`config.mk`:
```
export PLATFORM = sky130hd
export DESIGN_NAME = cht_queue
export DESIGN_NICKNAME = d
export VERILOG_FILES = /design/src/hdl/cht_pkg.sv /design/src/hdl/cht_queue.sv
export SDC_FILE = /design/constraint.sdc
export NUM_CORES = 1
export LEC_CHECK = 0
export BUFFER_PORTS_ARGS = -buffer_cell sky130_fd_sc_hd__buf_2
export CAP_MARGIN = 40
export CORE_UTILIZATION = 56
export DETAILED_ROUTE_END_ITERATION = 16
export MAX_ROUTING_LAYER = met4
export PLACE_DENSITY = 0.85
export REMOVE_ABC_BUFFERS = 1
export SLEW_MARGIN = 10
export SYNTH_ARGS = -nofsm -noshare
export SYNTH_HDL_FRONTEND = slang
export SYNTH_SLANG_ARGS = --single-unit
```
`constraint.sdc`:
```
create_clock -name clk_i -period 10.4 [get_ports clk_i]
set_input_delay 1.56 -clock clk_i [delete_from_list [all_inputs] [get_ports clk_i]]
set_output_delay 1.56 -clock clk_i [all_outputs]
set_load 0.1 [all_outputs]
```
`src/hdl/cht_pkg.sv`:
```
// ----------------------------------------------------------------------------
// Chained hash table package
// Shared types and constants for the chained hash table engine.
// ----------------------------------------------------------------------------
package cht_pkg;

  localparam int KeyBits     = 64;
  localparam int KeyBytes    = 8;
  localparam int LenBits     = 4;
  localparam int ValueBits   = 32;
  localparam int BucketBits  = 16;
  localparam int CfgBits     = 9;
  localparam logic [16:0] AdlerMod = 17'd65521;
  localparam int AdlerShift  = 16;

  typedef enum logic [1:0] {
    KIND_INSERT   = 2'd0,
    KIND_RETRIEVE = 2'd1,
    KIND_DELETE   = 2'd2,
    KIND_RESERVED = 2'd3
  } kind_e;

  typedef enum logic [1:0] {
    ST_OK        = 2'd0,
    ST_NOT_FOUND = 2'd1,
    ST_FULL      = 2'd2
  } status_e;

  typedef struct packed {
    logic [1:0]           kind;
    logic [KeyBits-1:0]   key;
    logic [LenBits-1:0]   key_length;
    logic [ValueBits-1:0] value;
  } req_t;

  typedef struct packed {
    logic [1:0]           status;
    logic [ValueBits-1:0] found_value;
  } rsp_t;

  // Classified job passed from the front part to the back part.
  typedef struct packed {
    logic [1:0]            kind;
    logic [KeyBits-1:0]    key;
    logic [LenBits-1:0]    key_length;
    logic [ValueBits-1:0]  value;
    logic [BucketBits-1:0] bucket;
  } job_t;

  typedef enum logic [1:0] {
    FS_IDLE,
    FS_HASH,
    FS_MOD,
    FS_PUSH
  } front_state_e;

  typedef enum logic [2:0] {
    BS_CLEAR,
    BS_IDLE,
    BS_HEAD,
    BS_WALK,
    BS_CMP
  } back_state_e;

endpackage

```
`src/hdl/cht_queue.sv`:
```
// ----------------------------------------------------------------------------
// Job queue
// Two-entry queue that decouples the hashing front from the table back.
// ----------------------------------------------------------------------------
module cht_queue (
  input  logic          clk_i,
  input  logic          rst_ni,
  input  logic          push_i,
  input  cht_pkg::job_t push_data_i,
  output logic          full_o,
  input  logic          pop_i,
  output cht_pkg::job_t pop_data_o,
  output logic          empty_o
);

  cht_pkg::job_t slot_q [2];
  logic          wr_q, wr_d;
  logic          rd_q, rd_d;
  logic [1:0]    cnt_q, cnt_d;

  always_comb begin
    wr_d  = wr_q;
    rd_d  = rd_q;
    cnt_d = cnt_q;
    if (push_i) begin
      wr_d = ~wr_q;
    end
    if (pop_i) begin
      rd_d = ~rd_q;
    end
    if (push_i && !pop_i) begin
      cnt_d = cnt_q + 2'd1;
    end else if (!push_i && pop_i) begin
      cnt_d = cnt_q - 2'd1;
    end
  end

  always_ff @(posedge clk_i or negedge rst_ni) begin
    if (!rst_ni) begin
      wr_q  <= 1'b0;
      rd_q  <= 1'b0;
      cnt_q <= 2'd0;
    end else begin
      wr_q  <= wr_d;
      rd_q  <= rd_d;
      cnt_q <= cnt_d;
    end
  end

  always_ff @(posedge clk_i) begin
    if (push_i) begin
      slot_q[wr_q] <= push_data_i;
    end
  end

  assign full_o     = (cnt_q == 2'd2);
  assign empty_o    = (cnt_q == 2'd0);
  assign pop_data_o = slot_q[rd_q];

endmodule

```
==> implementation parameters <==
Parameter                              Value

Global routing
  Global routing usage summed across all routing layers    19.5%
  First-pass GRT wire length    23.1 mm
  Vias in the first global route    4,495
  Largest net degree at the start of global routing    64
  Overflow after GRT    0
  Number of antenna violations at the first check in global routing    2

Placed design
  I/O Buffers    241
  GP Congestion    0.741
  Cell count after placement    803
  Detailed placer's ending HPWL    10.1 mm

Timing
  Worst Hold Margin    0.517 ns
  Number of failing setup endpoints in the final timing report    0
  Final critical-path required period    4.53 ns
  Final-layout setup total negative slack    0 ns
  Remaining max-slew budget at the tightest pin    43.2%
  Post-route clock period utilization    43.6%
  Clock Skew    0.0120 ns
  Fin. max-slew vios    0
  Max Clock Freq    0.221 GHz
  Final Hold Violating Endpoints    0
  Slew at the pin closest to its max-slew limit    0.852 ns
  Setup repair after global routing missed its margin    no

Floorplanning
  # rows    45
  Chip Width    127 µm
  Die Y-Extent    127 µm
  Core ar.    15,200 µm²
  Total die area    16,100 µm²
  I/O pin total    242
  Initial Utilization    57.5%

Clock network
  Clk Latency, worst-skew pair    0.50 ns
  # hold bufs at CTS    0
  Clock root buffer master    sky130_fd_sc_hd__clkbuf_16
  Clock transition time at the flip-flop clock pins of the worst setup and hold paths    0.06 ns
  CTS H-Tree Depth    1
  Total of cells resized after clock tree synthesis    0
  TritonCTS clock tree    yes
  Total number of clock tree sinks    240
  Post-CTS Setup Inserts    0
  Num CTS Buffers    24
  Max Root-Sink Buffers    3

Logic synthesis
  Leading post-synthesis cells by cell area    sky130_fd_sc_hd__edfxtp_1 81%, sky130_fd_sc_hd__mux2_2 15%, sky130_fd_sc_hd__buf_6 1.5%, sky130_fd_sc_hd__dfrtp_1 1.1%, sky130_fd_sc_hd__xor2_1 0.40%
  Synthesized instance count    383
  Syn_area_per_cell    22.8 µm²
  Area share of the largest cell type after synthesis    81.0%
  Fraction of the yosys area taken by sequential cells    82.2%
  Flip-flop and latch count after synthesis    240
  Count of distinct cell types in the synthesized netlist    12
  Count of yosys warnings during synthesis    0
  Cell taking the most area after synthesis    sky130_fd_sc_hd__edfxtp_1
  Post-Synthesis Cell Area    8740 µm²

Drt
  Vias after detailed routing    4,353
  Antenna Nets Post-Route    0
  Post-DR wirelength/cell    18.5 µm
  Total routed wirelength    15.6 mm
  Number of detailed-route iterations in the first pass    6
  1st-iter DRT viols    277
  Via density per instance    5.14
  Number of remaining DRC errors    0

Critical path
  Max Fanout on Critical Path    63
  Critical path capture point type    output port
  Data required time at the worst endpoint    8.84 ns
  Arrival time reported for the critical path endpoint    2.97 ns
  CP Launch Type    register
  Critical setup path kind    reg2out

Job
  Maxcap violations    0

Outcome
  Run status    complete, no violations

Min path
  Hold Crit Class    reg2reg

Finish
  Number of nets in the layout    764
  Non-filler instance count after layout    847
  Proportion of layout cells with a drive suffix above 1    60.1%
  Area growth from synthesis to final layout    23.4%
  Utilization of the core after routing    71.0%
[cell usage after synthesis (all sizes together)]
cell type and number:
edfxtp 236, inv 1, and2 1, buf 13
dfrtp 4, nor2b 2, xnor2 1, mux2 118
xor2 4, nor2 2, ha 1
[worst paths after layout]
check,start,to,slack (ns),cells past startpoint
min in group asynchronous,rst_ni,cnt_q[0]$_DFFE_PN0P_,0.86,1
min reg2reg,cnt_q[1]$_DFFE_PN0P_,cnt_q[1]$_DFFE_PN0P_,0.52,1
max,rd_q$_DFFE_PN0P_,pop_data_o[96],5.87,3
max in group asynchronous,rst_ni,rd_q$_DFFE_PN0P_,9.40,1
max reg2reg,wr_q$_DFFE_PN0P_,slot_q[1][53]$_DFFE_PP_,8.05,2
min,cnt_q[1]$_DFFE_PN0P_,cnt_q[1]$_DFFE_PN0P_,0.52,1
[flip-flops by register name, summed over array words and instances (netlist names)]
register,cells
slot_q,236
cnt_q,2
rd_q,1
wr_q,1
[cell type report]
| type | count | area [µm²] |
|---|---|---|
| clock buffer | 30 | 644 |
| fill | 957 | 4420 |
| inverter | 1 | 3.75 |
| sequential | 240 | 7190 |
| tap | 188 | 235 |
| timing repair buffer | 245 | 1240 |
| multi-input combinational | 129 | 1420 |
| clock inverter | 12 | 50.0 |
| antenna | 2 | 5.00 |
[cells in the final DEF, fill, tap and decap left out, types with 2 or more instances in the layout]
cell,n
sky130_fd_sc_hd__buf_4,4
sky130_fd_sc_hd__mux2_2,118
sky130_fd_sc_hd__dfrtp_1,3
sky130_fd_sc_hd__clkbuf_1,5
sky130_fd_sc_hd__edfxtp_1,236
sky130_fd_sc_hd__clkinv_2,4
sky130_fd_sc_hd__xor2_1,4
sky130_fd_sc_hd__clkbuf_16,25
sky130_fd_sc_hd__buf_2,241
sky130_fd_sc_hd__nor2_1,2
sky130_fd_sc_hd__clkinv_1,8
sky130_fd_sc_hd__diode_2,2
[metal layers]
metal	global-route usage (%)	share of wire, %
met2	32.2	50
met4	5.18	1.6
met3	5.06	7.3
met1	24.2	41
met5	-	0
[critical path, cell delays in order, from the launching register on]
cell                      delay, ns
sky130_fd_sc_hd__dfrtp_4       0.91
sky130_fd_sc_hd__buf_4         0.74
sky130_fd_sc_hd__mux2_2        0.31
sky130_fd_sc_hd__buf_2         0.42
[cell families after synthesis]
family        share of synthesized area (%)
xor+xnor                              0.501
mux                                    15.2
fa+ha+maj                             0.143
simple gates                          0.301
buf+inv                                1.67
flops                                  82.2
[through the flow]
stage | worst slack (ns) | cell area (µm²)
floorplan | 3.11 | 8600
global placement | 6.38 | 10100
detailed placement | 6.37 | 10100
CTS | 5.82 | 10800
global route | 5.69 | 10800
finish | 5.87 | 10800
Power is left out: the tool's default activity adds up to more than one toggle a clock period on the data nets, which glitch-free logic cannot reach.
