**src/hdl/cht_pkg.sv**
```systemverilog
// ----------------------------------------------------------------------------
// Chained hash table package
// Shared types and constants for the chained hash table engine.
// ----------------------------------------------------------------------------
package cht_pkg;

  localparam int KeyBits     = 64;
  localparam int KeyBytes    = 8;
  localparam int LenBits     = 4;
  localparam int ValueBits   = 32;
  localparam int BucketBits  = 16;
  localparam int CfgBits     = 9;
  localparam logic [16:0] AdlerMod = 17'd65521;
  localparam int AdlerShift  = 16;

  typedef enum logic [1:0] {
    KIND_INSERT   = 2'd0,
    KIND_RETRIEVE = 2'd1,
    KIND_DELETE   = 2'd2,
    KIND_RESERVED = 2'd3
  } kind_e;

  typedef enum logic [1:0] {
    ST_OK        = 2'd0,
    ST_NOT_FOUND = 2'd1,
    ST_FULL      = 2'd2
  } status_e;

  typedef struct packed {
    logic [1:0]           kind;
    logic [KeyBits-1:0]   key;
    logic [LenBits-1:0]   key_length;
    logic [ValueBits-1:0] value;
  } req_t;

  typedef struct packed {
    logic [1:0]           status;
    logic [ValueBits-1:0] found_value;
  } rsp_t;

  // Classified job passed from the front part to the back part.
  typedef struct packed {
    logic [1:0]            kind;
    logic [KeyBits-1:0]    key;
    logic [LenBits-1:0]    key_length;
    logic [ValueBits-1:0]  value;
    logic [BucketBits-1:0] bucket;
  } job_t;

  typedef enum logic [1:0] {
    FS_IDLE,
    FS_HASH,
    FS_MOD,
    FS_PUSH
  } front_state_e;

  typedef enum logic [2:0] {
    BS_CLEAR,
    BS_IDLE,
    BS_HEAD,
    BS_WALK,
    BS_CMP
  } back_state_e;

endpackage

```
**src/hdl/cht_front.sv**
```systemverilog
// ----------------------------------------------------------------------------
// Hash front
// Accepts requests, hashes the key with Adler-32 one byte per cycle and
// reduces the hash modulo the bucket count two quotient bits per cycle.
// ----------------------------------------------------------------------------
module cht_front #(
  parameter int BUCKETS = 256
) (
  input  logic                             clk_i,
  input  logic                             rst_ni,
  input  logic                             accept_i,
  input  cht_pkg::req_t                    req_i,
  input  logic [$clog2(BUCKETS+1)-1:0]     bc_i,
  output logic                             busy_o,
  output logic                             push_o,
  output cht_pkg::job_t                    job_o,
  input  logic                             full_i
);

  localparam int RW = $clog2(BUCKETS + 1);

  cht_pkg::front_state_e st_q, st_d;

  logic [1:0]                    kind_q, kind_d;
  logic [cht_pkg::KeyBits-1:0]   key_q, key_d;
  logic [cht_pkg::KeyBits-1:0]   sh_q, sh_d;
  logic [cht_pkg::LenBits-1:0]   len_q, len_d;
  logic [cht_pkg::ValueBits-1:0] val_q, val_d;
  logic [15:0]                   a_q, a_d;
  logic [15:0]                   b_q, b_d;
  logic [2:0]                    idx_q, idx_d;
  logic [31:0]                   div_q, div_d;
  logic [RW-1:0]                 rem_q, rem_d;
  logic [3:0]                    step_q, step_d;

  logic [cht_pkg::LenBits-1:0]   len_c;
  logic [cht_pkg::KeyBits-1:0]   key_m;
  logic [16:0]                   a_sum, b_sum;
  logic [15:0]                   a_n, b_n;
  logic [RW:0]                   r1, r2;
  logic [RW-1:0]                 r1s;

  // Clamp the length and drop key bytes beyond it.
  always_comb begin
    if (req_i.key_length == '0) begin
      len_c = cht_pkg::LenBits'(1);
    end else if (req_i.key_length > cht_pkg::LenBits'(cht_pkg::KeyBytes)) begin
      len_c = cht_pkg::LenBits'(cht_pkg::KeyBytes);
    end else begin
      len_c = req_i.key_length;
    end
    for (int i = 0; i < cht_pkg::KeyBytes; i++) begin
      key_m[8*i +: 8] = (cht_pkg::LenBits'(i) < len_c) ? req_i.key[8*i +: 8] : 8'h00;
    end
  end

  // One Adler-32 byte step; both sums stay below twice the modulus.
  always_comb begin
    a_sum = {1'b0, a_q} + {9'd0, sh_q[7:0]};
    a_n   = (a_sum >= cht_pkg::AdlerMod) ? 16'(a_sum - cht_pkg::AdlerMod) : a_sum[15:0];
    b_sum = {1'b0, b_q} + {1'b0, a_n};
    b_n   = (b_sum >= cht_pkg::AdlerMod) ? 16'(b_sum - cht_pkg::AdlerMod) : b_sum[15:0];
  end

  // Two restoring remainder steps per cycle.
  always_comb begin
    r1  = {rem_q, div_q[31]};
    if (r1 >= {1'b0, bc_i}) begin
      r1 = r1 - {1'b0, bc_i};
    end
    r1s = r1[RW-1:0];
    r2  = {r1s, div_q[30]};
    if (r2 >= {1'b0, bc_i}) begin
      r2 = r2 - {1'b0, bc_i};
    end
  end

  always_comb begin
    st_d   = st_q;
    kind_d = kind_q;
    key_d  = key_q;
    sh_d   = sh_q;
    len_d  = len_q;
    val_d  = val_q;
    a_d    = a_q;
    b_d    = b_q;
    idx_d  = idx_q;
    div_d  = div_q;
    rem_d  = rem_q;
    step_d = step_q;
    push_o = 1'b0;
    unique case (st_q)
      cht_pkg::FS_IDLE: begin
        if (accept_i) begin
          kind_d = req_i.kind;
          key_d  = key_m;
          sh_d   = key_m;
          len_d  = len_c;
          val_d  = req_i.value;
          a_d    = 16'd1;
          b_d    = 16'd0;
          idx_d  = 3'd0;
          st_d   = cht_pkg::FS_HASH;
        end
      end
      cht_pkg::FS_HASH: begin
        a_d   = a_n;
        b_d   = b_n;
        sh_d  = sh_q >> 8;
        idx_d = idx_q + 3'd1;
        if ({1'b0, idx_q} == len_q - cht_pkg::LenBits'(1)) begin
          div_d  = {b_n, a_n};
          rem_d  = '0;
          step_d = 4'd0;
          st_d   = cht_pkg::FS_MOD;
        end
      end
      cht_pkg::FS_MOD: begin
        div_d  = div_q << 2;
        rem_d  = r2[RW-1:0];
        step_d = step_q + 4'd1;
        if (step_q == 4'd15) begin
          st_d = cht_pkg::FS_PUSH;
        end
      end
      cht_pkg::FS_PUSH: begin
        if (!full_i) begin
          push_o = 1'b1;
          st_d   = cht_pkg::FS_IDLE;
        end
      end
      default: st_d = cht_pkg::FS_IDLE;
    endcase
  end

  always_ff @(posedge clk_i or negedge rst_ni) begin
    if (!rst_ni) begin
      st_q <= cht_pkg::FS_IDLE;
    end else begin
      st_q <= st_d;
    end
  end

  always_ff @(posedge clk_i) begin
    kind_q <= kind_d;
    key_q  <= key_d;
    sh_q   <= sh_d;
    len_q  <= len_d;
    val_q  <= val_d;
    a_q    <= a_d;
    b_q    <= b_d;
    idx_q  <= idx_d;
    div_q  <= div_d;
    rem_q  <= rem_d;
    step_q <= step_d;
  end

  assign busy_o            = (st_q != cht_pkg::FS_IDLE);
  assign job_o.kind        = kind_q;
  assign job_o.key         = key_q;
  assign job_o.key_length  = len_q;
  assign job_o.value       = val_q;
  assign job_o.bucket      = cht_pkg::BucketBits'(rem_q);

endmodule

```
**config.mk**
```make
export PLATFORM = sky130hd
export DESIGN_NAME = cht_front
export DESIGN_NICKNAME = d
export VERILOG_FILES = /design/src/hdl/cht_pkg.sv /design/src/hdl/cht_front.sv
export SDC_FILE = /design/constraint.sdc
export NUM_CORES = 1
export LEC_CHECK = 0
export BUFFER_PORTS_ARGS = -buffer_cell sky130_fd_sc_hd__clkbuf_2
export CAP_MARGIN = 20
export CORE_ASPECT_RATIO = 1.1
export CORE_UTILIZATION = 30
export CTS_BUF_LIST = sky130_fd_sc_hd__clkbuf_4
export CTS_CLUSTER_DIAMETER = 50
export DETAILED_ROUTE_END_ITERATION = 10
export HOLD_SLACK_MARGIN = 0.05
export PLACE_DENSITY = 0.5
export SYNTH_ARGS = -nofsm -noshare
export SYNTH_HDL_FRONTEND = slang
export SYNTH_SLANG_ARGS = --single-unit
```
**constraint.sdc**
```tcl
create_clock -name clk_i -period 8.69 [get_ports clk_i]
set_input_delay 2.607 -clock clk_i [delete_from_list [all_inputs] [get_ports clk_i]]
set_output_delay 2.607 -clock clk_i [all_outputs]
set_load 0.01 [all_outputs]
```
==> results summary, run 1 <==
The worst register-to-register path ends at div_q[20]$_DFFE_PP_. The normalized max-slew margin came out at 40.81%. After clock tree synthesis, the repair step resized 0 gates. In the layout the commonest cells are sky130_fd_sc_hd__edfxtp_1 (246), sky130_fd_sc_hd__clkbuf_2 (227), sky130_fd_sc_hd__clkbuf_4 (110), sky130_fd_sc_hd__and2_1 (86), sky130_fd_sc_hd__mux2_2 (66). The path class of the tightest hold or removal check is flip-flop to flip-flop.

The met1 track utilization from global routing is around 17%. The overall routed net length is about 34,000 um. The worst hold path terminates at sh_q[5]$_DFFE_PP_. For this design, the sink count on the clock tree is between 200 and 250. The Yosys step of the flow raised 0 warnings. The arrival time of the worst setup path came out at around 7900 ps. The count of routing violations after the opening detailed-route iteration is 497. The die is between 200 and 250 um tall. The final number of max-transition violations came out at 0. The count of antenna-violating nets left after detailed routing is 0. Clock tree synthesis inserted a total of 72 buffers. The area after detailed placement is roughly 15,000 um^2.

The number of unique standard cell types used by synthesis is 74. The floorplan die area came out at 44,480 um^2. The clock tree from TritonCTS is done. The multi-input combinational cells in the finished layout cover a total of about 5300 um^2.

The first TritonRoute pass finished after 5 iterations. After clock tree synthesis, the flow added hold-fix buffers numbering 0. The area added between synthesis and finish came out at 20.52%. At the pin with the least slew margin, the transition time is around 890 ps.

The later-pin clock latency in the skew report is 780 ps. The final hold violation count came out at 0. The run finished with clean final reports. The worst setup path is launched from a flip-flop. The source of the worst register-to-register timing path is sh_q[0]$_DFFE_PP_. The wire length of the first global-routing pass is 52,880 um. The endpoint required time on the critical path is around 9200 ps. The final net count is 1,512. Of all nets on the critical path, the largest fanout is 10. Entering global routing, the biggest net connects 63 pins.

The met2 global-route usage came out at 26.14%. The estimated wirelength of the detail-placed design is 24,340 um. The library cell used most frequently in the layout, excluding fill and tap cells, is sky130_fd_sc_hd__edfxtp_1. The number of antenna violations at the first check in global routing came to 2.

In this run the count of I/O pins placed on the die edge is about 240. In the final layout, flip-flops and latches occupy ~7400 um^2. The maximum clock skew at final layout is approximately 42 ps.

Sequential elements use 56.80% of the synthesized area. The number of global-route vias before repair came out at ~9.6k. The standard-cell row count is roughly 80. The longest clock path from root to sink contains 3 buffers. The floorplan step defined a core boundary enclosing approximately 43,000 um^2. Of all cell types, the one taking the most synthesized area is sky130_fd_sc_hd__edfxtp_1. The busiest layer in global routing is met2. The share of the synthesized area in the top cell type is approximately 56%. The post-route standard cell area excluding fillers came out at roughly 16,000 um^2. The hold-critical path depth is 1. The worst setup margin came out at ~1300 ps.

Max-cap violations in this run came to 0. Setup repair after global routing left no endpoint under its margin. The global routing usage summed across all routing layers came out at between 10% and 20%.

The reg2reg setup slack is 1340 ps. The mapped netlist covers roughly 13,000 um^2. The number of instances in the synthesized netlist is 1,071. The buffer cell driving the clock tree root is sky130_fd_sc_hd__clkbuf_4. Among all flip-flop cells after synthesis, the most frequent one is sky130_fd_sc_hd__edfxtp_1. The worst setup path is of the flip-flop to flip-flop kind. The setup TNS came out at 0 ps.

Based on the critical path, the design can be clocked at up to ~140 MHz. The post-CTS setup buffer count is 0. The number of setup violations in the final report is 0. Yosys mapped a number of flops with a built-in enable equal to between 200 and 250. Routability-driven placement finished with a final weighted congestion of between 0.8 and 0.9.

The count of fill cells added during filler insertion came out at between 4k and 5k. The initial core utilization came out at around 31%. The startpoint of the worst hold path is sh_q[13]$_DFFE_PP_. The mean number of vias per cell is 4.771. The die span in x is 201.2 um. The mean routed wirelength per cell came out at between 15 and 20 um.

For this run, design rule violations remaining after detail routing come to 0. The worst setup path is captured at a flip-flop. Sorting the synthesized cells by area gives the leading types as sky130_fd_sc_hd__edfxtp_1 (56%), sky130_fd_sc_hd__mux2_2 (5.7%), sky130_fd_sc_hd__ha_1 (5.3%). The clock edge transition at the registers on the reported setup and hold paths came out at roughly 70 ps. The worst path needs about 7400 ps of the cycle, external delays included. The fraction of registers with async set or reset after synthesis is less than 1%. After synthesis, the mean cell area works out to between 10 and 15 um^2. The share of layout cells above drive strength 1 came out at between 30% and 40%. The flip-flop and latch count after synthesis came out at roughly 250.

Input and output buffers added on the ports amount to 227. CTS built an H-tree with a depth of 3. The routed layout has around 9.3k vias. The global-route met3 utilization is 5.906%.

Counting cells, the worst reg-to-reg path comes to 22. The fraction of the cycle the final worst path needs came out at a little over four fifths. The setup slack after placement came out at around 1500 ps. For this run the aggregate overflow at the end of global routing stands at 0.
## critical path, cell delays in order, from the launching register on
cell                        delay [ps]
sky130_fd_sc_hd__edfxtp_1          330
sky130_fd_sc_hd__ha_1              180
sky130_fd_sc_hd__inv_1              60
sky130_fd_sc_hd__fa_1              410
sky130_fd_sc_hd__nand2b_1          180
sky130_fd_sc_hd__o2bb2ai_1         210
sky130_fd_sc_hd__xnor2_2           360
sky130_fd_sc_hd__a22oi_1           110
sky130_fd_sc_hd__o22ai_1           490
sky130_fd_sc_hd__o211ai_1          400
sky130_fd_sc_hd__o31ai_2           580
sky130_fd_sc_hd__mux2i_1           490
sky130_fd_sc_hd__inv_1              90
sky130_fd_sc_hd__ha_1              320
sky130_fd_sc_hd__a211o_1           300
sky130_fd_sc_hd__a21oi_1           390
sky130_fd_sc_hd__o2bb2ai_1         190
sky130_fd_sc_hd__or4b_2            650
sky130_fd_sc_hd__o311ai_2          160
sky130_fd_sc_hd__nand2_1           200
sky130_fd_sc_hd__o31ai_4           530
sky130_fd_sc_hd__a21oi_1           160
sky130_fd_sc_hd__o31a_1            290
## metrics by stage
| stage | hold slack (ps) | cells | utilization [%] |
|---|---|---|---|
| 4_1_cts | 508.6 | 1954 | 36.91 |
| 2_1_floorplan | 498.4 | 1077 | - |
| 6_report | 507.5 | 1959 | 36.95 |
| 3_5_place_dp | 515.5 | 1830 | 34.77 |
| 3_3_place_gp | 502.1 | 1830 | 34.77 |
| 5_1_grt | 521.2 | 1956 | 36.93 |
## cells by family after synthesis
| family | share of synthesized area, % |
|---|---|
| AOI/OAI and AO/OA | 10.69 |
| buffers and inverters | 2.982 |
| muxes | 6.594 |
| other | 0.02864 |
| xor gates and xnor gates | 3.001 |
| and+or+nand+nor | 14.03 |
| DFF | 56.80 |
| adders and majority gates | 5.868 |
## flip-flops by register name, indices dropped and copies added, names as in the netlist
signal  cells
key_q      64
sh_q       64
div_q      32
val_q      32
a_q        16
b_q        16
rem_q       9
len_q       4
step_q      4
idx_q       3
kind_q      2
st_q        2
## metal layers
metal	share of wire, %	routed length, um
met1	40	13770
met3	7.6	2588
met2	50	16970
met4	2.1	731
met5	0.038	13
## Yosys cell counts (5+ instances only)
| master | instances |
|---|---|
| sky130_fd_sc_hd__inv_1 | 42 |
| sky130_fd_sc_hd__nand4_1 | 8 |
| sky130_fd_sc_hd__a211oi_1 | 6 |
| sky130_fd_sc_hd__a31oi_1 | 13 |
| sky130_fd_sc_hd__and3_1 | 14 |
| sky130_fd_sc_hd__nand2b_1 | 16 |
| sky130_fd_sc_hd__clkbuf_1 | 38 |
| sky130_fd_sc_hd__nor2_1 | 60 |
| sky130_fd_sc_hd__a21oi_1 | 47 |
| sky130_fd_sc_hd__mux2i_1 | 12 |
| sky130_fd_sc_hd__edfxtp_1 | 246 |
| sky130_fd_sc_hd__o31a_1 | 8 |
| sky130_fd_sc_hd__buf_4 | 7 |
| sky130_fd_sc_hd__o21a_1 | 7 |
| sky130_fd_sc_hd__nor2b_1 | 14 |
| sky130_fd_sc_hd__or2_2 | 7 |
| sky130_fd_sc_hd__and2_1 | 86 |
| sky130_fd_sc_hd__a21o_1 | 20 |
| sky130_fd_sc_hd__o21ai_0 | 48 |
| sky130_fd_sc_hd__xor2_1 | 15 |
| sky130_fd_sc_hd__nand3_1 | 13 |
| sky130_fd_sc_hd__and4_1 | 7 |
| sky130_fd_sc_hd__nand2_1 | 57 |
| sky130_fd_sc_hd__buf_2 | 5 |
| sky130_fd_sc_hd__o31ai_1 | 11 |
| sky130_fd_sc_hd__mux2_2 | 66 |
| sky130_fd_sc_hd__nor3_1 | 26 |
| sky130_fd_sc_hd__or3_1 | 6 |
| sky130_fd_sc_hd__xnor2_1 | 28 |
| sky130_fd_sc_hd__ha_1 | 55 |
## cell type report
class,instances,area share (%)
clock buffer,110,5.234
tap,567,4.496
timing repair buffer,239,7.771
antenna,4,0.06344
clock inverter,14,0.5630
multi-input combinational,734,33.71
inverter,43,1.031
sequential,248,47.13
## how the worst max path moves through the flow
stage	startpoint	to	slack, ps	depth (start not counted)
2_1_floorplan	accept_i	a_q[0]$_SDFFCE_PN1P_	870	3
3_3_place_gp	bc_i[0]	rem_q[2]$_SDFFCE_PN0P_	1510	20
3_5_place_dp	sh_q[0]$_DFFE_PP_	div_q[20]$_DFFE_PP_	1480	22
4_1_cts	sh_q[0]$_DFFE_PP_	div_q[18]$_DFFE_PP_	1420	22
5_1_grt	sh_q[0]$_DFFE_PP_	div_q[18]$_DFFE_PP_	780	22
6_report	sh_q[0]$_DFFE_PP_	div_q[20]$_DFFE_PP_	1340	22
Power of run 1 is left out: the tool's default activity adds up to more than one toggle a clock period on the data nets, which glitch-free logic cannot reach.
==> inputs of run 2 (changes only) <==
==> constraint.sdc (replaced) <==
create_clock -name clk_i -period 7.08 [get_ports clk_i]
set_input_delay 2.124 -clock clk_i [delete_from_list [all_inputs] [get_ports clk_i]]
set_output_delay 2.124 -clock clk_i [all_outputs]
set_load 0.01 [all_outputs]
==> run 2 against run 1 <==
Net effect:
- fmax grew 10%
- count of clock-buffer cells in the layout shrank 3
- register-to-register slack lost 930 ps
- worst hold slack gained 15 ps
==> results summary, run 2 (same netlist as run 1, synthesis figures left out) <==
The clock tree from TritonCTS is done. The setup TNS was 0 ps (unchanged). The first-pass detailed-route iteration total is 5 (unchanged). The worst stage delay on the critical path came out at 650 ps (about the same). The critical path is of the flip-flop to flip-flop type. The maximum clock rate was 149.9 MHz (+10%).

The maximum clock skew at final layout was 38.97 ps (-2.552 ps). The count of antenna-violating nets left after detailed routing is 0 (unchanged). The transition time at the pin with the least slew margin is 921.9 ps (+34.05 ps). The worst setup path is launched from a flip-flop. The number of global-route vias before repair is 9,618 (+0.67%).

The standard-cell row count is 79 (unchanged). The number of buffers inserted during clock tree synthesis is 75 (+4.2%). The global routing usage summed across all routing layers came out at 15.19% (-0.12 points). The normalized max-slew margin is 38.54% (-2.3 points). The residual DRC count came out at 0 (unchanged).

The top cell types in the final layout, fill and taps aside, are sky130_fd_sc_hd__edfxtp_1 (246), sky130_fd_sc_hd__clkbuf_2 (227), sky130_fd_sc_hd__clkbuf_4 (107), sky130_fd_sc_hd__and2_1 (86), sky130_fd_sc_hd__mux2_2 (66). The mean routed wirelength per cell is 17.01 um (-2.2%). The number of setup violations in the final report is 0 (unchanged). The cell sitting at the root of the clock tree is a sky130_fd_sc_hd__clkbuf_4. The core footprint is 42,700 um^2 (unchanged).

The final net count came out at 1,523 (+0.73%). The die span in x is 201.2 um (unchanged). The number of buffers between clock root and the deepest sink is 3 (unchanged). Walking the worst path, the cells encountered are ha_1, inv_1, fa_1, nand2b_1, a21oi_1, o22ai_1, or2_2, a21boi_0, o211ai_1, o31ai_2, buf_4, mux2i_1, inv_1, ha_1, a211o_1, a21oi_1, o2bb2ai_1, or4b_2, o311ai_2, and2_1, a31oi_1, buf_4, or3_1, a21oi_1. The overall routed net length is 33,550 um (-1.6%). The initial core utilization is 30.66% (unchanged). The area added between synthesis and finish came out at 21.37%. The leftover overflow at the end of global routing is 0 (unchanged).

Leaving out fill and tap cells, the most frequent cell in the layout is sky130_fd_sc_hd__edfxtp_1. Setup repair after global routing left no endpoint under its margin. The floorplan die area came out at 44,480 um^2 (unchanged). The total of max-cap violations came out at 0 (unchanged). The maximum fanout encountered on the critical timing path came out at 9 (-1). The final critical-path required period came out at 6673 ps (-680.9 ps). The later-pin clock latency in the skew report is 760 ps (-20 ps). The cell with the largest stage delay on the worst path is sky130_fd_sc_hd__or4b_2. The estimated wirelength of the detail-placed design was 24,090 um (-1.0%). The routability congestion estimate from global placement is 0.8119 (-1.4%). The mean number of vias per cell came out at 4.724 (-0.98%). The flow ran to the end, and the final reports show no timing, DRC or antenna violations. The top-level port count came out at 235 (unchanged).

STA classifies the critical path endpoint as a flip-flop. The min-delay analysis places its worst path in the category flip-flop to flip-flop. The vertical extent of the die came out at 221.1 um (unchanged). The most prevalent standard cell on the critical path is sky130_fd_sc_hd__a21oi_1. The number of antenna violations at the first check in global routing was 2 (unchanged). The final number of max-transition violations is 0 (unchanged).

The count of fill cells added during filler insertion is 4,331 (+0.98%). The count of input and output buffers is 227 (unchanged). The arrival time of the worst setup path is 7210 ps (-660 ps). The fraction of the cycle the final worst path needs was 94.26% (+9.6 points). The final hold violation count came out at 0 (unchanged). The maximum number of pins on one net before global-route repair is 67 (+6.3%).

The count of routing violations after the opening detailed-route iteration came out at 435 (-12%). The share of layout cells above drive strength 1 was 32.55% (+0.20 points). The wire length of the first global-routing pass is 52,740 um (-0.27%). The H-tree level count came to 3 (unchanged). The endpoint required time on the critical path is 7620 ps (-1590 ps). The via count is 9,316 (-0.32%).

The largest registers in the layout are key_q (64), sh_q (64). The TritonCTS sink count is 248 (unchanged). The clock edge transition at the registers on the reported setup and hold paths is 70 ps (about the same).
run 2: cell count changes in the layout (fill, tap and decap cells not counted), sizes merged:
cell / change
clkinv: +8
buf: +8
inv: -1
clkbuf: -3
bufinv: +1
run 2: final timing paths:
kind / from / to / slack [ps] / depth (start not counted)
max: sh_q[0]$_DFFE_PP_ / b_q[12]$_SDFFCE_PN0P_ / 410 / 24
min in group asynchronous: rst_ni / st_q[1]$_DFFE_PN0P_ / 1150 / 1
max reg2reg: sh_q[0]$_DFFE_PP_ / b_q[12]$_SDFFCE_PN0P_ / 410 / 24
max in group asynchronous: rst_ni / st_q[0]$_DFFE_PN0P_ / 5820 / 1
min: div_q[29]$_DFFE_PP_ / div_q[31]$_DFFE_PP_ / 520 / 1
min reg2reg: div_q[29]$_DFFE_PP_ / div_q[31]$_DFFE_PP_ / 520 / 1
run 2: area by class of cell:
cell class / instances / area [um^2] / share of cell area (%)
diodes: 4 / 10.01 / 0.06299
clock buffers: 107 / 803.3 / 5.055
clock inverters: 22 / 142.6 / 0.8976
inverters: 43 / 162.7 / 1.024
multi-input cells: 734 / 5326 / 33.52
flip-flops and latches: 248 / 7437 / 46.80
well taps: 567 / 709.4 / 4.465
repair buffers: 247 / 1299 / 8.173
run 2: layer usage:
layer  routed length, um  vias up  part of all wire [%]  global-route usage [%]
met5                   0        -                     0                       0
met1               13770     4437                    41                   17.26
li1                    -     4584                     -                       -
met2               16490      248                    49                   25.53
met4                 613        0                   1.8                   5.230
met3                2669       47                   8.0                   6.392
run 2: worst max-delay path, delay by kind of cell, from the launching register on:
family | cells | cell delay [ps]
flops | 1 | 340
compound gates | 11 | 2530
simple gates | 5 | 1720
fa+ha+maj | 3 | 900
mux | 1 | 460
buf+inv | 4 | 500
run 2: per-stage QoR:
step                util (%)  worst slack, ps  area, um^2  std cells  hold slack [ps]
detailed placement     34.89            368.5       14900       1837            525.5
global route           37.21            27.23       15890       1972            539.6
global placement       34.89            409.7       14900       1837            510.6
CTS                    37.11            314.4       15850       1966            537.4
floorplan                  -            842.4       13120       1077            498.4
finish                 37.21            406.7       15890       1972            523.0
run 2: timing repair:
item,CTS,global route
endpoints found under the setup margin,0,3
hold buffers,0,0
setup buffers,0,1
resized for setup,0,1
Power of run 2 is left out for the same reason.
==> inputs of run 3 (changes only) <==
--- a/config.mk
+++ b/config.mk
@@ -5,6 +5,7 @@
 export SDC_FILE = /design/constraint.sdc
 export NUM_CORES = 1
 export LEC_CHECK = 0
+export ABC_AREA = 1
 export BUFFER_PORTS_ARGS = -buffer_cell sky130_fd_sc_hd__clkbuf_2
 export CAP_MARGIN = 20
 export CORE_ASPECT_RATIO = 1.1
==> run 3 against run 2 <==
Net effect:
- design area up 1.7%
- non-clock buffer count down 12
- first-iteration DRC count grew 14%
- clock skew down 5.0 ps
- global-route usage rose by 0.33 points
- sequential share of layout area decreased by 0.79 points
- critical path depth grew 10
- utilization fell by 0.97 points
- critical endpoint is now b_q[3]$_SDFFCE_PN0P_
==> results summary, run 3 <==
The area occupied by multi-input gates is 5107 um^2 (-4.1%). The maximum clock rate is 169.3 MHz (+13%). The number of buffers between clock root and the deepest sink is 3 (unchanged).

The leftover overflow at the end of global routing came to 0 (unchanged). The capture point of the worst reg-to-reg path is b_q[3]$_SDFFCE_PN0P_. The source of the worst register-to-register timing path is sh_q[0]$_DFFE_PP_. The critical path is of the flip-flop to flip-flop type. In the synthesized netlist, the cells that appear most often are sky130_fd_sc_hd__nand2_1 (522), sky130_fd_sc_hd__edfxtp_1 (246), sky130_fd_sc_hd__inv_1 (216), sky130_fd_sc_hd__nor2_1 (144), sky130_fd_sc_hd__nand3_1 (69). The die span in x came to 204.8 um (+1.8%). The total of max-cap violations is 0 (unchanged). The endpoint type of the worst setup path is a flip-flop. The number of unique standard cell types used by synthesis came to 43 (-42%). The floorplan die area came out at 46,100 um^2 (+3.6%). The final number of max-transition violations is 0 (unchanged). The number of global-route vias before repair came out at 10.96k (+14%).

The hold-critical path depth was 2 (+1). The clock edge transition at the registers on the reported setup and hold paths is 60 ps (about the same). The residual DRC count came out at 0 (unchanged). The routability congestion estimate from global placement came to 0.8175 (+0.69%). The number of instances in the synthesized netlist came out at 1,533 (+43%).

The proportion of synthesized chip area in sequential cells is 54.79% (-2.0 points). The standard-cell row count came out at 81 (+2.5%). The estimated wirelength of the detail-placed design is 25,450 um (+5.6%). The count of input and output buffers came out at 227 (unchanged).

The netlist area before placement is 13,570 um^2 (+3.7%). The maximum clock skew at final layout is 33.97 ps (-5.005 ps). The startpoint of the worst hold path is sh_q[44]$_DFFE_PP_. The maximum number of pins on one net before global-route repair is 70 (+4.5%).

The number of setup violations in the final report came out at 0 (unchanged). The largest total area in the synthesized netlist belongs to sky130_fd_sc_hd__edfxtp_1. The dominant register cell in the synthesized netlist is sky130_fd_sc_hd__edfxtp_1.

The mean number of vias per cell is 4.428 (-6.3%). The fraction of the cycle the final worst path needs came out at 83.44% (-11 points). The final net count was 1,972 (+29%).

The top-level port count is 235 (unchanged). The maximum fanout encountered on the critical timing path came out at 17 (+8). The post-CTS setup buffer count came out at 0 (unchanged). The library cell used most frequently in the layout, excluding fill and tap cells, is sky130_fd_sc_hd__nand2_1.

In this run the worst setup path begins at sh_q[0]$_DFFE_PP_. The count of fill cells added during filler insertion came out at 4,709 (+8.7%). The number of buffers inserted during clock tree synthesis was 72 (-4.0%). By instance count, the cell type seen most on the critical path is sky130_fd_sc_hd__nand2_1. The final critical-path required period is 5908 ps (-765.6 ps). The first-pass detailed-route iteration total came to 6 (+1). The core footprint came to 44,590 um^2 (+4.4%).

The overall routed net length is 34,950 um (+4.2%). The cell with the largest stage delay on the worst path is sky130_fd_sc_hd__fa_1. The count of routing violations after the opening detailed-route iteration came out at 495 (+14%).

The area added between synthesis and finish is 19.06%. The later-pin clock latency in the skew report was 680 ps (-80 ps). The global routing usage summed across all routing layers came out at 15.52% (+0.33 points). The via count came out at 10.72k (+15%). The number of antenna violations at the first check in global routing came out at 3 (+1). The flip-flop and latch count after synthesis is 248 (unchanged). The TritonCTS sink count came to 248 (unchanged).

The top cell types in the final layout, fill and taps aside, are sky130_fd_sc_hd__nand2_1 (522), sky130_fd_sc_hd__edfxtp_1 (246), sky130_fd_sc_hd__clkbuf_2 (227), sky130_fd_sc_hd__inv_1 (215), sky130_fd_sc_hd__nor2_1 (144). The final hold violation count came out at 0 (unchanged). The classification of the worst-slack hold path is flip-flop to flip-flop.

The count of cells resized by post-cts repair came out at 0 (unchanged). The share of layout cells above drive strength 1 is 21.20% (-11 points). STA classifies the critical path startpoint as a flip-flop.

The count of synthesis-stage warnings from yosys is 0 (unchanged). The run finished with clean final reports. The largest registers in the layout are key_q (64), sh_q (64). The reg2reg setup slack is 1170 ps (+770 ps). The count of antenna-violating nets left after detailed routing came to 0 (unchanged).

CTS placed an instance of sky130_fd_sc_hd__clkbuf_4 at the clock tree root. By area the synthesized netlist is led by sky130_fd_sc_hd__edfxtp_1 (54%), sky130_fd_sc_hd__nand2_1 (14%), sky130_fd_sc_hd__inv_1 (6.0%). The vertical extent of the die came out at 225.1 um (+1.8%). The mean cell area of the mapped netlist is 8.855 um^2 (-28%).

The capture endpoint of the worst hold path is sh_q[36]$_DFFE_PP_. Setup repair after global routing left no endpoint under its margin. TritonCTS built the clock tree. The share of the synthesized area in the top cell type is 54.42% (-2.0 points).

The endpoint required time on the critical path came out at 7570 ps (-50 ps). The cell count of the worst reg-to-reg path came to 34 (+42%). In the post-synthesis netlist, the cell with the most instances is sky130_fd_sc_hd__nand2_1.

The arrival time of the worst setup path is 6390 ps (-820 ps). The storage element area is 7437 um^2 (unchanged). The transition time at the pin with the least slew margin came out at 841.0 ps (-80.87 ps). The fraction of registers with async set or reset after synthesis is 0.8065% (unchanged). The worst stage delay on the critical path came out at 380 ps (-270 ps). The setup TNS came out at 0 ps (unchanged). The mean routed wirelength per cell is 14.43 um (-15%). The wire length of the first global-routing pass came out at 56,210 um (+6.6%). The initial core utilization came out at 30.44% (-0.22 points). The H-tree level count is 3 (unchanged). The number of buffers inserted for hold repair after clock tree synthesis is 0 (unchanged). The normalized max-slew margin came out at 43.73% (+5.2 points). The count of flip-flops with a built-in enable after synthesis was 246 (unchanged).
==> run 3: cell types whose count changed after synthesis, sizes merged, moves of 17 or more <==
| cell | before | now |
|---|---|---|
| and2 | 86 | 3 |
| nand3 | 13 | 76 |
| inv | 42 | 221 |
| mux2 | 66 | 0 |
| a21o | 20 | 1 |
| nand4 | 8 | 40 |
| nor2 | 60 | 149 |
| o21ai | 49 | 32 |
| nand2 | 57 | 543 |
==> run 3: cells by family (layout without fill, tap and decap cells) <==
family / count (synthesis) / count (layout) / synth area share [%]
simple gates: 828 / 828 / 25.65
buf+inv: 272 / 573 / 7.881
flops: 248 / 248 / 54.79
compound gates: 87 / 87 / 3.484
fa+ha+maj: 59 / 59 / 5.660
xor+xnor: 38 / 38 / 2.507
other cells: 1 / 8 / 0.02763
==> run 3: per-stage QoR <==
stage	worst slack (ps)	cells	util, %	area [um^2]	hold slack [ps]
detailed placement	536.3	2305	34.32	15300	501.6
finish	1172	2422	36.24	16160	502.0
global placement	654.7	2305	34.32	15300	499.0
global route	504.7	2422	36.24	16160	529.9
floorplan	1028	1539	-	13600	490.8
CTS	1143	2421	36.24	16160	505.0
==> run 3: cell type report <==
cell class                 instances  share of cell area (%)
sequential                       248                   46.02
multi-input combinational       1019                   31.60
timing repair buffer             235                   7.401
inverter                         222                   5.171
clock buffer                     100                   4.645
tap                              581                   4.498
clock inverter                    16                  0.6503
antenna                            1                 0.01548
==> run 3: how the worst max path moves through the flow <==
stage / end / slack (ps)
final: b_q[3]$_SDFFCE_PN0P_ / 1170
after global routing: div_q[21]$_DFFE_PP_ / 500
after CTS: b_q[3]$_SDFFCE_PN0P_ / 1140
after detailed placement: rem_q[5]$_SDFFCE_PN0P_ / 540
after global placement: rem_q[2]$_SDFFCE_PN0P_ / 650
after floorplan: a_q[0]$_SDFFCE_PN1P_ / 1030
==> run 3: worst max-delay path: cells and delay by family, from the launching register on <==
family,cells,cell delay [ps]
AND/OR/NAND/NOR,24,3470
adder cells (fa/ha/maj),4,1210
buffers and inverters,5,450
flip-flops,1,340
AO/OA/AOI/OAI,1,240
==> run 3: routing by layer <==
layer / part of all wire [%] / vias up / global-route usage, %
met4: 2.7 / 0 / 6.115
met3: 6.9 / 69 / 4.960
met2: 48 / 271 / 26.26
li1: - / 5520 / -
met5: 0 / - / 0
met1: 43 / 4864 / 18.11
Power of run 3 is left out for the same reason.
